### src/sv/sffs_pkg.sv
// Shared types and constants for the spreading factor fan-out scheduler.
package sffs_pkg;

	localparam logic [1:0] CMD_BCAST  = 2'd0;
	localparam logic [1:0] CMD_DM     = 2'd1;
	localparam logic [1:0] CMD_TICK   = 2'd2;
	localparam logic [1:0] CMD_UNUSED = 2'd3;

	localparam logic [2:0] ST_QUEUED  = 3'd0;
	localparam logic [2:0] ST_BRIDGED = 3'd1;
	localparam logic [2:0] ST_DUP     = 3'd2;
	localparam logic [2:0] ST_PORT    = 3'd3;
	localparam logic [2:0] ST_EMPTY   = 3'd4;
	localparam logic [2:0] ST_NOROOM  = 3'd5;
	localparam logic [2:0] ST_TICK    = 3'd6;

	localparam logic [1:0] DLY_RETRY = 2'd0;
	localparam logic [1:0] DLY_MORE  = 2'd1;
	localparam logic [1:0] DLY_IDLE  = 2'd2;

	localparam logic [2:0] REG_MAIN   = 3'd0;
	localparam logic [2:0] REG_SIDE_A = 3'd1;
	localparam logic [2:0] REG_SIDE_B = 3'd2;
	localparam logic [2:0] REG_SIDE_C = 3'd3;
	localparam logic [2:0] REG_TTL    = 3'd4;

	localparam logic [31:0] TTL_RESET = 32'd30000;
	localparam logic [3:0]  SF_LOW    = 4'd5;
	localparam logic [3:0]  SF_HIGH   = 4'd12;

	typedef enum logic [2:0] {
		S_IDLE,
		S_SCAN,
		S_DECIDE,
		S_COMMIT,
		S_OUT
	} state_t;

	// Commands from the controller to the datapath.
	typedef struct packed {
		logic load;
		logic scan_step;
		logic commit;
	} cmd_t;

	// Status from the datapath to the controller.
	typedef struct packed {
		logic is_request;
		logic scan_done;
	} stat_t;

	// One-hot bit for a factor, zero outside 5..12.
	function automatic logic [7:0] factor_bit(input logic [3:0] sf);
		logic [3:0] off;
		off = sf - SF_LOW;
		if (sf < SF_LOW || sf > SF_HIGH) return 8'd0;
		return 8'd1 << off[2:0];
	endfunction

	// Factor for a one-hot bit.
	function automatic logic [3:0] bit_factor(input logic [7:0] b);
		logic [3:0] f;
		f = SF_HIGH;
		for (int i = 7; i >= 0; i--) if (b[i]) f = SF_LOW + 4'(i);
		return f;
	endfunction

endpackage

### src/sv/sffs_ctrl.sv
// Controller state machine sequencing one item through the datapath.
module sffs_ctrl import sffs_pkg::*; (
	input  logic  clk,
	input  logic  arst_n,
	input  logic  in_valid,
	output logic  in_ready,
	output logic  out_valid,
	input  logic  out_ready,
	input  logic  skip,
	input  stat_t stat,
	output cmd_t  cmd
);

	state_t state_q, state_d;

	// Next state.
	always_comb begin
		state_d = state_q;
		case (state_q)
			S_IDLE:   if (in_valid && !skip) state_d = S_SCAN;
			S_SCAN:   if (stat.scan_done) state_d = S_DECIDE;
			S_DECIDE: state_d = S_COMMIT;
			S_COMMIT: state_d = S_OUT;
			S_OUT:    if (out_ready) state_d = S_IDLE;
			default:  state_d = S_IDLE;
		endcase
	end

	// Outputs.
	always_comb begin
		in_ready = (state_q == S_IDLE);
		out_valid = (state_q == S_OUT);
		cmd.load = (state_q == S_IDLE) && in_valid && !skip;
		cmd.scan_step = (state_q == S_SCAN);
		cmd.commit = (state_q == S_COMMIT);
	end

	always_ff @(posedge clk or negedge arst_n) begin
		if (!arst_n) state_q <= S_IDLE;
		else state_q <= state_d;
	end

	ap_out: assert property (@(posedge clk) disable iff (!arst_n)
		out_valid && !out_ready |=> out_valid) else $error("result dropped");
	ap_excl: assert property (@(posedge clk) disable iff (!arst_n)
		!(in_ready && out_valid)) else $error("ready during output");
	ap_load: assert property (@(posedge clk) disable iff (!arst_n)
		cmd.load |=> state_q == S_SCAN) else $error("load lost");

endmodule

### src/sv/sffs_dp.sv
// Datapath: dedup ring, queue slots, mask build and tick service.
module sffs_dp import sffs_pkg::*; #(
	parameter int QUEUE_SLOTS = 4,
	parameter int DEDUP_ENTRIES = 16,
	parameter int SIDE_COUNT = 3
) (
	input  logic        clk,
	input  logic        arst_n,
	input  cmd_t        cmd,
	output stat_t       stat,
	input  logic        cfg_we,
	input  logic [2:0]  cfg_index,
	input  logic [31:0] cfg_data,
	input  logic [1:0]  in_cmd,
	input  logic [31:0] in_id,
	input  logic [3:0]  in_rx,
	input  logic        in_port,
	input  logic        in_bridged,
	input  logic        in_pool,
	input  logic [31:0] in_now,
	output logic [2:0]  status,
	output logic [1:0]  slot,
	output logic [7:0]  queued_mask,
	output logic        tx_valid,
	output logic [31:0] tx_packet_id,
	output logic [3:0]  tx_sf,
	output logic [3:0]  freed_slots,
	output logic [1:0]  next_delay
);

	localparam int DW = (DEDUP_ENTRIES > 1) ? $clog2(DEDUP_ENTRIES) : 1;
	localparam int QW = (QUEUE_SLOTS > 1) ? $clog2(QUEUE_SLOTS) : 1;
	localparam int CW = $clog2(DEDUP_ENTRIES + 1);

	logic [3:0] main_q;
	logic [3:0] side_q [3];
	logic [31:0] ttl_q;

	logic [1:0] cmd_q;
	logic [31:0] id_q, now_q;
	logic [3:0] rx_q;
	logic port_q, bridged_q, pool_q;

	logic [DEDUP_ENTRIES-1:0] rvalid_q;
	logic [31:0] rid_q [DEDUP_ENTRIES];
	logic [31:0] rtime_q [DEDUP_ENTRIES];
	logic [DW-1:0] rptr_q;
	logic [CW-1:0] scan_q;
	logic hit_q;

	logic [QUEUE_SLOTS-1:0] busy_q;
	logic [7:0] pend_q [QUEUE_SLOTS];
	logic [31:0] sid_q [QUEUE_SLOTS];

	// Decided result, held until taken.
	logic [2:0] status_q;
	logic [QW-1:0] slot_q;
	logic [7:0] mask_q;
	logic txv_q;
	logic [31:0] txid_q;
	logic [3:0] txsf_q;
	logic [QUEUE_SLOTS-1:0] freed_q;
	logic [1:0] delay_q;
	logic [QUEUE_SLOTS-1:0] nbusy_q;
	logic [7:0] npend_q;
	logic [QW-1:0] psel_q;
	logic pwr_q, record_q;

	assign stat.is_request = (cmd_q != CMD_TICK);
	assign stat.scan_done = !stat.is_request || bridged_q || hit_q
		|| (scan_q >= CW'(DEDUP_ENTRIES));

	// Configuration registers.
	always_ff @(posedge clk or negedge arst_n) begin
		if (!arst_n) begin
			main_q <= '0;
			side_q <= '{default: '0};
			ttl_q <= TTL_RESET;
		end else if (cfg_we) begin
			case (cfg_index)
				REG_MAIN:   main_q <= cfg_data[3:0];
				REG_SIDE_A: side_q[0] <= cfg_data[3:0];
				REG_SIDE_B: side_q[1] <= cfg_data[3:0];
				REG_SIDE_C: side_q[2] <= cfg_data[3:0];
				REG_TTL:    ttl_q <= cfg_data;
				default:    ;
			endcase
		end
	end

	// Input beat capture.
	always_ff @(posedge clk) begin
		if (cmd.load) begin
			cmd_q <= in_cmd; id_q <= in_id; now_q <= in_now; rx_q <= in_rx;
			port_q <= in_port; bridged_q <= in_bridged; pool_q <= in_pool;
		end
	end

	// Dedup entry under scan; unwritten entries read as zero.
	logic [DW-1:0] sidx;
	logic [31:0] e_id, e_time;
	assign sidx = scan_q[DW-1:0];
	assign e_id = rvalid_q[sidx] ? rid_q[sidx] : 32'd0;
	assign e_time = rvalid_q[sidx] ? rtime_q[sidx] : 32'd0;

	always_ff @(posedge clk or negedge arst_n) begin
		if (!arst_n) begin
			scan_q <= '0;
			hit_q <= 1'b0;
		end else if (cmd.load) begin
			scan_q <= '0;
			hit_q <= 1'b0;
		end else if (cmd.scan_step && !stat.scan_done) begin
			if (e_id == id_q && (now_q - e_time) < ttl_q) hit_q <= 1'b1;
			scan_q <= scan_q + 1'b1;
		end
	end

	// Mask build.
	logic [7:0] mask_c;
	always_comb begin
		mask_c = '0;
		if (cmd_q == CMD_BCAST) begin
			for (int s = 0; s < SIDE_COUNT; s++)
				if (side_q[s] != 0 && side_q[s] != main_q) mask_c |= factor_bit(side_q[s]);
			if (rx_q != main_q) mask_c |= factor_bit(rx_q);
		end else begin
			mask_c = factor_bit(main_q);
			for (int s = 0; s < SIDE_COUNT; s++)
				if (side_q[s] != 0) mask_c |= factor_bit(side_q[s]);
			mask_c &= ~factor_bit(rx_q);
		end
	end

	// First free slot and first busy slot with work pending.
	logic free_f, busy_f;
	logic [QW-1:0] free_i, busy_i;
	always_comb begin
		free_f = 1'b0; free_i = '0; busy_f = 1'b0; busy_i = '0;
		for (int i = QUEUE_SLOTS - 1; i >= 0; i--) begin
			if (!busy_q[i]) begin free_f = 1'b1; free_i = QW'(i); end
		end
		for (int i = QUEUE_SLOTS - 1; i >= 0; i--) begin
			if (busy_q[i] && pend_q[i] != 0) begin busy_f = 1'b1; busy_i = QW'(i); end
		end
	end

	logic [7:0] bpend, lbit;
	assign bpend = pend_q[busy_i];
	assign lbit = bpend & (~bpend + 8'd1);

	// Decide the result and the state update.
	always_ff @(posedge clk) begin
		if (cmd.scan_step && stat.scan_done) begin
			status_q <= ST_TICK; slot_q <= '0; mask_q <= '0; txv_q <= 1'b0;
			txid_q <= '0; txsf_q <= '0; freed_q <= '0; delay_q <= DLY_RETRY;
			nbusy_q <= busy_q; npend_q <= bpend; psel_q <= busy_i;
			pwr_q <= 1'b0; record_q <= 1'b0;
			if (!stat.is_request) begin
				// Slots with nothing pending before the first working slot are freed.
				if (busy_f) begin
					slot_q <= busy_i;
					for (int i = 0; i < QUEUE_SLOTS; i++)
						if (QW'(i) < busy_i && busy_q[i] && pend_q[i] == 0) begin
							nbusy_q[i] <= 1'b0; freed_q[i] <= 1'b1;
						end
				end
				if (busy_f && !pool_q) begin
					delay_q <= DLY_RETRY;
				end else begin
					logic [QUEUE_SLOTS-1:0] nb;
					nb = busy_q;
					for (int i = 0; i < QUEUE_SLOTS; i++)
						if (busy_q[i] && pend_q[i] == 0) nb[i] = 1'b0;
					if (busy_f) begin
						txv_q <= 1'b1; txid_q <= sid_q[busy_i]; txsf_q <= bit_factor(lbit);
						npend_q <= bpend & ~lbit; pwr_q <= 1'b1;
						if ((bpend & ~lbit) == 0) nb[busy_i] = 1'b0;
					end
					nbusy_q <= nb;
					freed_q <= busy_q & ~nb;
					delay_q <= (nb != 0) ? DLY_MORE : DLY_IDLE;
				end
			end else if (bridged_q) begin
				status_q <= ST_BRIDGED; delay_q <= DLY_RETRY;
			end else if (hit_q) begin
				status_q <= ST_DUP;
			end else begin
				record_q <= 1'b1;
				if (cmd_q == CMD_BCAST && !port_q) status_q <= ST_PORT;
				else if (mask_c == 0) status_q <= ST_EMPTY;
				else if (!free_f || !pool_q) status_q <= ST_NOROOM;
				else begin
					status_q <= ST_QUEUED; slot_q <= free_i; mask_q <= mask_c;
					nbusy_q[free_i] <= 1'b1; npend_q <= mask_c; psel_q <= free_i;
					pwr_q <= 1'b1;
				end
			end
		end
	end

	// State update: queue slots and dedup ring.
	always_ff @(posedge clk or negedge arst_n) begin
		if (!arst_n) begin
			busy_q <= '0;
			rvalid_q <= '0;
			rptr_q <= '0;
		end else if (cmd.commit) begin
			if (!stat.is_request || status_q == ST_QUEUED) busy_q <= nbusy_q;
			if (record_q) begin
				rvalid_q[rptr_q] <= 1'b1;
				rptr_q <= (rptr_q == DW'(DEDUP_ENTRIES - 1)) ? '0 : rptr_q + 1'b1;
			end
		end
	end

	always_ff @(posedge clk or negedge arst_n) begin
		if (!arst_n) pend_q <= '{default: '0};
		else if (cmd.commit && pwr_q) pend_q[psel_q] <= npend_q;
	end

	always_ff @(posedge clk) begin
		if (cmd.commit) begin
			if (record_q) begin rid_q[rptr_q] <= id_q; rtime_q[rptr_q] <= now_q; end
			if (status_q == ST_QUEUED && stat.is_request) sid_q[psel_q] <= id_q;
		end
	end

	assign status = status_q;
	assign slot = 2'(slot_q);
	assign queued_mask = mask_q;
	assign tx_valid = txv_q;
	assign tx_packet_id = txid_q;
	assign tx_sf = txsf_q;
	assign freed_slots = 4'(freed_q);
	assign next_delay = stat.is_request ? DLY_RETRY : delay_q;

	ap_tx: assert property (@(posedge clk) disable iff (!arst_n)
		cmd.commit && txv_q |-> !stat.is_request) else $error("transmit on request");
	ap_q: assert property (@(posedge clk) disable iff (!arst_n)
		cmd.commit && status_q == ST_QUEUED |-> mask_q != 0) else $error("empty queue");
	ap_rec: assert property (@(posedge clk) disable iff (!arst_n)
		cmd.commit && record_q |-> !hit_q && !bridged_q) else $error("bad record");

endmodule

### src/sv/spreading_factor_fanout_scheduler_top.sv
// Top level of the spreading factor fan-out scheduler.
// Each accepted request or tick passes through the scan, decide, commit and output
// states. A tick or a bridged request searches no ring entries; for other requests
// the dedup ring is searched one entry per cycle, up to DEDUP_ENTRIES entries,
// stopping at the first live match. Command 3 beats are accepted and produce no
// result. The next beat is accepted once the result has been taken.
module spreading_factor_fanout_scheduler_top import sffs_pkg::*; #(
	parameter int QUEUE_SLOTS = 4,
	parameter int DEDUP_ENTRIES = 16,
	parameter int SIDE_COUNT = 3
) (
	input  logic        clk,
	input  logic        arst_n,
	input  logic        cfg_we,
	input  logic [2:0]  cfg_index,
	input  logic [31:0] cfg_data,
	input  logic        in_valid,
	output logic        in_ready,
	input  logic [1:0]  cmd,
	input  logic [31:0] packet_id,
	input  logic [3:0]  rx_sf,
	input  logic        port_allowed,
	input  logic        already_bridged,
	input  logic        pool_ok,
	input  logic [31:0] now_ms,
	output logic        out_valid,
	input  logic        out_ready,
	output logic [2:0]  status,
	output logic [1:0]  slot,
	output logic [7:0]  queued_mask,
	output logic        tx_valid,
	output logic [31:0] tx_packet_id,
	output logic [3:0]  tx_sf,
	output logic [3:0]  freed_slots,
	output logic [1:0]  next_delay
);

	cmd_t  ctl;
	stat_t st;

	sffs_ctrl u_ctrl (
		.clk, .arst_n, .in_valid, .in_ready, .out_valid, .out_ready,
		.skip(cmd == CMD_UNUSED), .stat(st), .cmd(ctl)
	);

	sffs_dp #(
		.QUEUE_SLOTS(QUEUE_SLOTS), .DEDUP_ENTRIES(DEDUP_ENTRIES), .SIDE_COUNT(SIDE_COUNT)
	) u_dp (
		.clk, .arst_n, .cmd(ctl), .stat(st), .cfg_we, .cfg_index, .cfg_data,
		.in_cmd(cmd), .in_id(packet_id), .in_rx(rx_sf), .in_port(port_allowed),
		.in_bridged(already_bridged), .in_pool(pool_ok), .in_now(now_ms),
		.status, .slot, .queued_mask, .tx_valid, .tx_packet_id, .tx_sf,
		.freed_slots, .next_delay
	);

endmodule

### config.mk
export PLATFORM = sky130hd
export DESIGN_NAME = spreading_factor_fanout_scheduler_top
export DESIGN_NICKNAME = d
export VERILOG_FILES = /design/src/sv/sffs_pkg.sv /design/src/sv/sffs_ctrl.sv /design/src/sv/sffs_dp.sv /design/src/sv/spreading_factor_fanout_scheduler_top.sv
export SDC_FILE = /design/constraint.sdc
export NUM_CORES = 1
export LEC_CHECK = 0
export BUFFER_PORTS_ARGS = -buffer_cell sky130_fd_sc_hd__buf_4
export CORE_UTILIZATION = 53
export DETAILED_ROUTE_END_ITERATION = 10
export GPL_TIMING_DRIVEN = 1
export PLACE_DENSITY = 0.7
export SYNTH_ARGS = -nofsm -noshare
export SYNTH_HDL_FRONTEND = slang
export SYNTH_SLANG_ARGS = --single-unit
### constraint.sdc
create_clock -name clk -period 15.1 [get_ports clk]
set_input_delay 3.02 -clock clk [delete_from_list [all_inputs] [get_ports clk]]
set_output_delay 3.02 -clock clk [all_outputs]
set_load 0.01 [all_outputs]
# After elaboration in Yosys (flattened, before gate mapping)
# Memories as Yosys holds them, arrays and structs flattened. A register that Yosys moved wholly into a read port is not among the register bits.
# Cells that the tools add are included.
dict set report totals {
  out_inout_bits 58
  n_memories 3
  in_bits 113
  rom_bits 0
  latchBits 0
  ram_bits 1152
  word_cells 400
  reg_bits 226
}
# memory depth width rd rd_clocked_by_memory_dff wr line_no
set mem_list {}
lappend mem_list {u_dp.rid_q 16 32 1 0 1 sffs_dp.sv:45} ;# logic [31:0] rid_q [DEDUP_ENTRIES];
lappend mem_list {u_dp.rtime_q 16 32 1 0 1 sffs_dp.sv:46} ;# logic [31:0] rtime_q [DEDUP_ENTRIES];
lappend mem_list {u_dp.sid_q 4 32 1 1 1 sffs_dp.sv:53} ;# logic [31:0] sid_q [QUEUE_SLOTS];
dict set report op_classes {
  mul 0
  order_cmp 26
  eq_ne 19
  add_sub_neg 9
  n_reduce_logical 84
  n_mux 194
  div_mod_pow 0
  n_shift 5
  n_bitwise 24
}
# operator count
set op_table {}
lappend op_table {{8-bit 2-to-1 mux} 53}
lappend op_table {{1-bit 2-to-1 mux} 75}
lappend op_table {{32-bit 2-to-1 mux} 2}
lappend op_table {{4-bit 2-to-1 mux} 16}
lappend op_table {{8-bit bitwise OR} 6}
lappend op_table {{2-bit 2-to-1 mux} 23}
lappend op_table {{3-bit 2-to-1 mux} 15}
lappend op_table {{8-bit logical NOT} 5}
lappend op_table {{1-bit by 3-bit left shift with 8-bit output, first input constant} 5}
lappend op_table {{1-bit logical AND} 33}
lappend op_table {{8-bit by 32-bit bitwise AND with 32-bit output} 1}
lappend op_table {{32-bit bitwise mux} 1}
lappend op_table {{32-bit equality test} 1}
lappend op_table {{32-bit logical NOT} 1}
lappend op_table {{32-bit less-than comparator} 1}
lappend op_table {{8-bit NOT with 32-bit output} 1}
lappend op_table {{8-bit nonzero test} 4}
lappend op_table {{32-bit subtractor} 1}
lappend op_table {{8-bit bitwise AND} 3}
lappend op_table {{8-bit NOT} 3}
lappend op_table {{4-bit > comparator, second input constant} 5}
lappend op_table {{4-bit by 3-bit less-than comparator with 1-bit output, second input constant} 5}
lappend op_table {{8-bit binary-select mux with 2-bit select} 1}
lappend op_table {{8-bit demux with 2-bit select} 1}
lappend op_table {{44 further kinds} 99}

# Longest topological paths before layout
dict set report logic_depth {
  word_depth 25
  ltp_mapped 33
  ltp_nobuf 27
}

# Modules after synthesis
# A second synthesis with hierarchy kept.
dict set report unflattened {
  cells_unflattened 2995
  area_unflattened_um2 57356.3
}
# mod seq_area_each_um2 area_each_um2 n_inst cells_per_inst
set modules_own_cells {}
lappend modules_own_cells {sffs_dp 41708.8 57156.1 1 2972}
lappend modules_own_cells {sffs_ctrl 75.1 193.9 1 22}
lappend modules_own_cells {spreading_factor_fanout_scheduler_top 0.0 6.3 1 1}

# Least setup slack after synthesis
# Ideal clock, no wire load.
dict set report synth_timing {
  kind {flip-flop to flip-flop}
  from {register u_dp.scan_q[0]}
  to {register u_dp.hit_q}
  path_slack_ns 7.845
  arrival_ns 6.989
  n_path_buf 7
  stages_incl_launch_ff 33
  cell_sequence {dfrtp_1 -> buf_2 -> buf_4 -> buf_4 -> buf_2 -> buf_2 -> buf_2 -> buf_2 -> mux4_2 -> mux4_2 -> nand2_1 -> ha_1 -> a211oi_1 -> o211ai_1 -> nand3_1 -> o21ai_0 -> a221oi_1 -> o22ai_1 -> o211ai_1 -> o211ai_1 -> o41ai_1 -> xnor2_1 -> ha_1 -> nand4_1 -> nor2_1 -> nand2_1 -> or3_1 -> o2111ai_1 -> a211oi_1 -> nand3_1 -> a211oi_1 -> o2111ai_1 -> o32ai_1}
}
dict set report synth_between {
  elab_chain_cells 8
  elab_cells_between_ends 17
}
# element line_no
set synth_lines {}
lappend synth_lines {{start: declaration} sffs_dp.sv:48} ;# logic [CW-1:0] scan_q;
lappend synth_lines {{start signal: assignment} sffs_dp.sv:115} ;# scan_q <= scan_q + 1'b1;
lappend synth_lines {{1-bit binary-select mux with 4-bit select} {sffs_dp.sv:103, sffs_dp.sv:104}}
lappend synth_lines {{1-bit 2-to-1 mux (implied by the code)} {sffs_dp.sv:103, sffs_dp.sv:104}}
lappend synth_lines {{32-bit 2-to-1 mux} sffs_dp.sv:104} ;# assign e_time = rvalid_q[sidx] ? rtime_q[sidx] : 32'd0;
lappend synth_lines {{32-bit subtractor} sffs_dp.sv:114} ;# if (e_id == id_q && (now_q - e_time) < ttl_q) hit_q <= 1'b1;
lappend synth_lines {{32-bit less-than comparator} sffs_dp.sv:114}
lappend synth_lines {{1-bit logical AND} sffs_dp.sv:114}
lappend synth_lines {{2-bit nonzero test (no source line)} n/a}
lappend synth_lines {{2-bit AND reduction (no source line) *} n/a}
lappend synth_lines {{end signal: assignment} sffs_dp.sv:109} ;# hit_q <= 1'b0;
lappend synth_lines {{end signal: assignment} sffs_dp.sv:112} ;# hit_q <= 1'b0;
lappend synth_lines {{end signal: assignment} sffs_dp.sv:114}
lappend synth_lines {{end: declaration} sffs_dp.sv:49} ;# logic hit_q;
# Mark *: on every way between the ends. The rest lies on a longest branch, timed or not. The select of a mux whose other input is x is not followed.
# A chain may end at the register's enable or synchronous reset.

# Worst setup path in the final report
dict set report layout_timing {
  from {register u_dp.scan_q[1]}
  to {register u_dp.hit_q}
}
# The elaborated chain is that of the path after synthesis.

==> impl.org <==
** Synth
- The average instance in the mapped netlist occupies approximately 19 um2.
- Synthesis produced a netlist whose cell count is roughly 3,000.
- The number of nets in the synthesized netlist is approximately 3,200.
- Of the total synthesized cell area, the portion taken by AND, OR, NAND and NOR gates is 0.0446.
- Share of the yosys chip area belonging to registers :: 0.731
- Synthesized flop and latch total :: between 1,000 and 1,500
- Of the total synthesized cell area, the portion taken by XOR and XNOR cells is 0.00889.
- For this run, asynchronously set or reset flops after synthesis account for 0.0801.
- During synthesis, Yosys emitted a total of 0 warnings.
- Ys flop type :: sky130_fd_sc_hd__edfxtp_1
- The number of different library cells used by synthesis comes to 83.
- Count of flip-flops with a built-in enable after synthesis :: between 1,000 and 1,500
- Of the total synthesized cell area, the portion taken by full adders, half adders and majority gates is 0.0158.
- Synthesized-area fraction occupied by ao, oa, aoi and oai cells :: 0.0466
- After synthesis the cells add up to between 50,000 and 60,000 um2.
- After synthesis, the share of cell area in mux cells is 0.139.
- After synthesis, the largest family of logic cells by area is multiplexers.

** Placement
- During placement, the flow inserted port buffers numbering 170.
- The HPWL after detailed placement is roughly 76 mm.
- The congestion estimate from routability-driven global placement came to between 0.8 and 0.9.

** Clock network
- The number of hold buffers added after CTS was 0.
- CTS sink count :: between 1,000 and 1,500
- Clock tree synthesis selected as its root buffer the cell sky130_fd_sc_hd__clkbuf_16.
- CTS Buffer Depth :: 3
- In this run, post-CTS repair resized a total of 0 instances.
- The clock reaches the later pin of the worst-skew pair after 0.78 ns.
- TritonCTS built the clock tree.
- H-tree depth :: 4
- Clock tree synthesis inserted a total of 142 buffers.
- Setup bufs post-CTS :: 0
- After clock tree synthesis, the clock-pin slew on the worst setup and hold paths is ~0.060 ns.

** Setup path
- Critical Path RT :: between 15 and 20 ns
- Crit Path Class :: flop to flop
- Minimum setup slack among reg-to-reg paths :: between 6 and 7 ns
- The largest single stage delay on the critical path is slightly below 1 ns.
- The slowest stage of the critical path is the sky130_fd_sc_hd__buf_4 cell.
- The worst setup path is launched from a flop.
- Setup crit end kind :: flop
- Along the worst path, the maximum fanout reaches 76.
- Critical Path AT :: 9.33 ns

** Pwr
- Leak pwr :: about 21 nW
- IR analysis of the VDD net gives a maximum drop of 0.000137 V.
- Total power after layout :: about 0.012 W
- For this design the ratio of total power to cell area is 183 nW/um2.

** Layout
- Top library cells by usage in the layout, fill and taps aside :: sky130_fd_sc_hd__edfxtp_1 (1,297), sky130_fd_sc_hd__mux4_2 (320), sky130_fd_sc_hd__buf_4 (231), sky130_fd_sc_hd__nand2_1 (159), sky130_fd_sc_hd__clkbuf_16 (142)
- From synthesis to final layout, the design area changed by 13.3%.
- For this run, the post-layout net count is ~3,400.
- The library cell used most frequently in the layout, excluding fill and tap cells, is sky130_fd_sc_hd__edfxtp_1.
- In the final layout, the share of cells above drive strength 1 is 0.262.

** GRT
- For met2 alone, demand over resource in global routing was 0.413.
- The first global-routing pass estimated 199 mm of wire.
- Most Crowded Layer GR :: met2
- The initial antenna violation count came to 7.
- Met3 Resource Use GR :: 0.0399
- In the global route stage, met1 resource usage came out at 0.349.
- Remaining global-route overflow :: 0
- All-layer global routing usage :: 0.251
- Entering global routing, the biggest net connects just under 80 pins.
- Via count of the first global-routing pass :: 30,700

** Timing
- Share of the cycle needed by the critical path after routing :: 0.575
- The hold violation count in the final report is 0.
- Setup TNS :: 0 ns
- At the pin with the least slew margin, the transition time is 1.16 ns.
- Minimum clock period :: just under 9 ns
- Across the routed clock network, the largest skew measured is around 0.043 ns.
- The number of pins with negative max-slew slack in the final report came to 0.
- Highest Clock Rate :: about 0.12 GHz
- Endpoints failing setup :: 0
- Unrepaired setup endpoints after global routing :: false
- Measured against its own limit, the worst slew margin works out to 0.227.

** Detailed routing
- Once detail routing completed, the nets flagged for antenna violations numbered 0.
- Via count :: 30,000
- Violation count after the first detailed-route iteration :: ~3,200
- Dividing the detail-routed wire length by the instance count gives 28.2 um.
- For this run, design rule violations remaining after detail routing come to 0.
- Post-detailed-routing wire length :: 134 mm
- Detailed-router iteration count before antenna repair :: 7
- After detailed routing, the number of vias per cell comes to 6.31.

** Floorplan
- The die is ~330 um wide.
- Number of rows in the core area :: between 100 and 150
- Area of the placeable core :: approximately 110,000 um2
- Height of the die :: approximately 330 um
- Pin placement for this block handled between 150 and 200 I/O pins.
- The die covers 109,000 um2.
- Starting Density :: 0.534

** Run
- Max-Cap Viols :: 0

** Status
- Result of the run :: finished, final reports clean

** Hold path
- Worst min-delay path class :: flop to flop
through the flow:
| stage | cell area (um2) | utilization | setup slack, ns | instances | hold slack (ns) |
|---|---|---|---|---|---|
| 2_1_floorplan | 57100 | - | 7.85 | 3005 | 0.434 |
| 3_3_place_gp | 60200 | 0.563 | 6.82 | 4498 | 0.446 |
| 3_5_place_dp | 60200 | 0.563 | 6.49 | 4498 | 0.447 |
| 4_1_cts | 64800 | 0.605 | 6.46 | 4755 | 0.461 |
| 5_1_grt | 64800 | 0.605 | 5.90 | 4755 | 0.478 |
| 6_report | 64800 | 0.605 | 6.41 | 4756 | 0.460 |
layout make-up:
cell class                 count  area (um2)
antenna                        1        2.50
inverter                      60         225
fill                        7569       42300
clock buffer                 175        3710
multi-input combinational   1394       14700
timing repair buffer         231        1730
tap                         1403        1760
clock inverter                82         815
sequential                  1410       41800
cell families (layout without fill, tap and decap cells):
family / Yosys count / after routing
compound gates: 390 / 390
xor+xnor: 58 / 58
fa+ha+maj: 72 / 72
buf+inv: 201 / 548
flops: 1410 / 1410
mux: 386 / 386
other cells: 0 / 1
simple gates: 488 / 488
registers in the layout (all words and copies together), names as in the netlist, 8 cells and up:
register,flops
u_dp.pend_q,32
u_dp.id_q,32
u_dp.tx_packet_id,32
u_dp.rid_q,512
u_dp.rvalid_q,16
u_dp.side_q,12
u_dp.rtime_q,512
u_dp.npend_q,8
u_dp.now_q,32
u_dp.sid_q,128
u_dp.ttl_q,32
u_dp.queued_mask,8
cell usage after synthesis (23+ instances only):
cell,count,area share
sky130_fd_sc_hd__nand3_1,38,0.0033
sky130_fd_sc_hd__mux2_2,51,0.010
sky130_fd_sc_hd__nor2_1,94,0.0062
sky130_fd_sc_hd__o21ai_0,105,0.0092
sky130_fd_sc_hd__mux4_2,320,0.13
sky130_fd_sc_hd__nand2_1,159,0.010
sky130_fd_sc_hd__dfrtp_1,106,0.046
sky130_fd_sc_hd__nand2b_1,23,0.0025
sky130_fd_sc_hd__buf_2,29,0.0025
sky130_fd_sc_hd__or2_2,24,0.0026
sky130_fd_sc_hd__clkbuf_1,94,0.0062
sky130_fd_sc_hd__inv_1,60,0.0039
sky130_fd_sc_hd__a21oi_1,96,0.0084
sky130_fd_sc_hd__edfxtp_1,1297,0.68
sky130_fd_sc_hd__a21o_1,25,0.0033
sky130_fd_sc_hd__ha_1,68,0.015
sky130_fd_sc_hd__a222oi_1,32,0.0056
sky130_fd_sc_hd__xnor2_1,50,0.0077
layer usage:
metal	vias up	share of wire
met1	15700	0.41
li1	12800	-
met4	6	0.023
met5	-	0.00025
met3	201	0.070
met2	1314	0.50
critical path: cells and delay by family (launching register included):
family          cells  cell delay, ns
fa+ha+maj           3            0.92
mux                 2            0.62
buf+inv             3            1.88
simple gates        7            0.89
compound gates     13            3.34
xor+xnor            1            0.13
flops               1            0.68
report_power, final:
| group | internal, W | total (W) | switching [W] |
|---|---|---|---|
| sequential | 0.00465 | 0.00497 | 0.000321 |
| combinational | 0.00157 | 0.00348 | 0.00192 |
| clock | 0.00189 | 0.00338 | 0.00149 |
worst paths after layout:
| check | start | endpoint | depth (start not counted) |
|---|---|---|---|
| max | u_dp.scan_q[1] | u_dp.hit_q | 29 |
| min | u_dp.rvalid_q[4] | u_dp.rvalid_q[4] | 1 |
| max reg2reg | u_dp.scan_q[1] | u_dp.hit_q | 29 |
| min reg2reg | u_dp.rvalid_q[4] | u_dp.rvalid_q[4] | 1 |
| max in group asynchronous | arst_n | u_dp.scan_q[0] | 2 |
| min in group asynchronous | arst_n | u_dp.pend_q[6] | 1 |
Note: power is estimated with default switching activity, not from simulation.
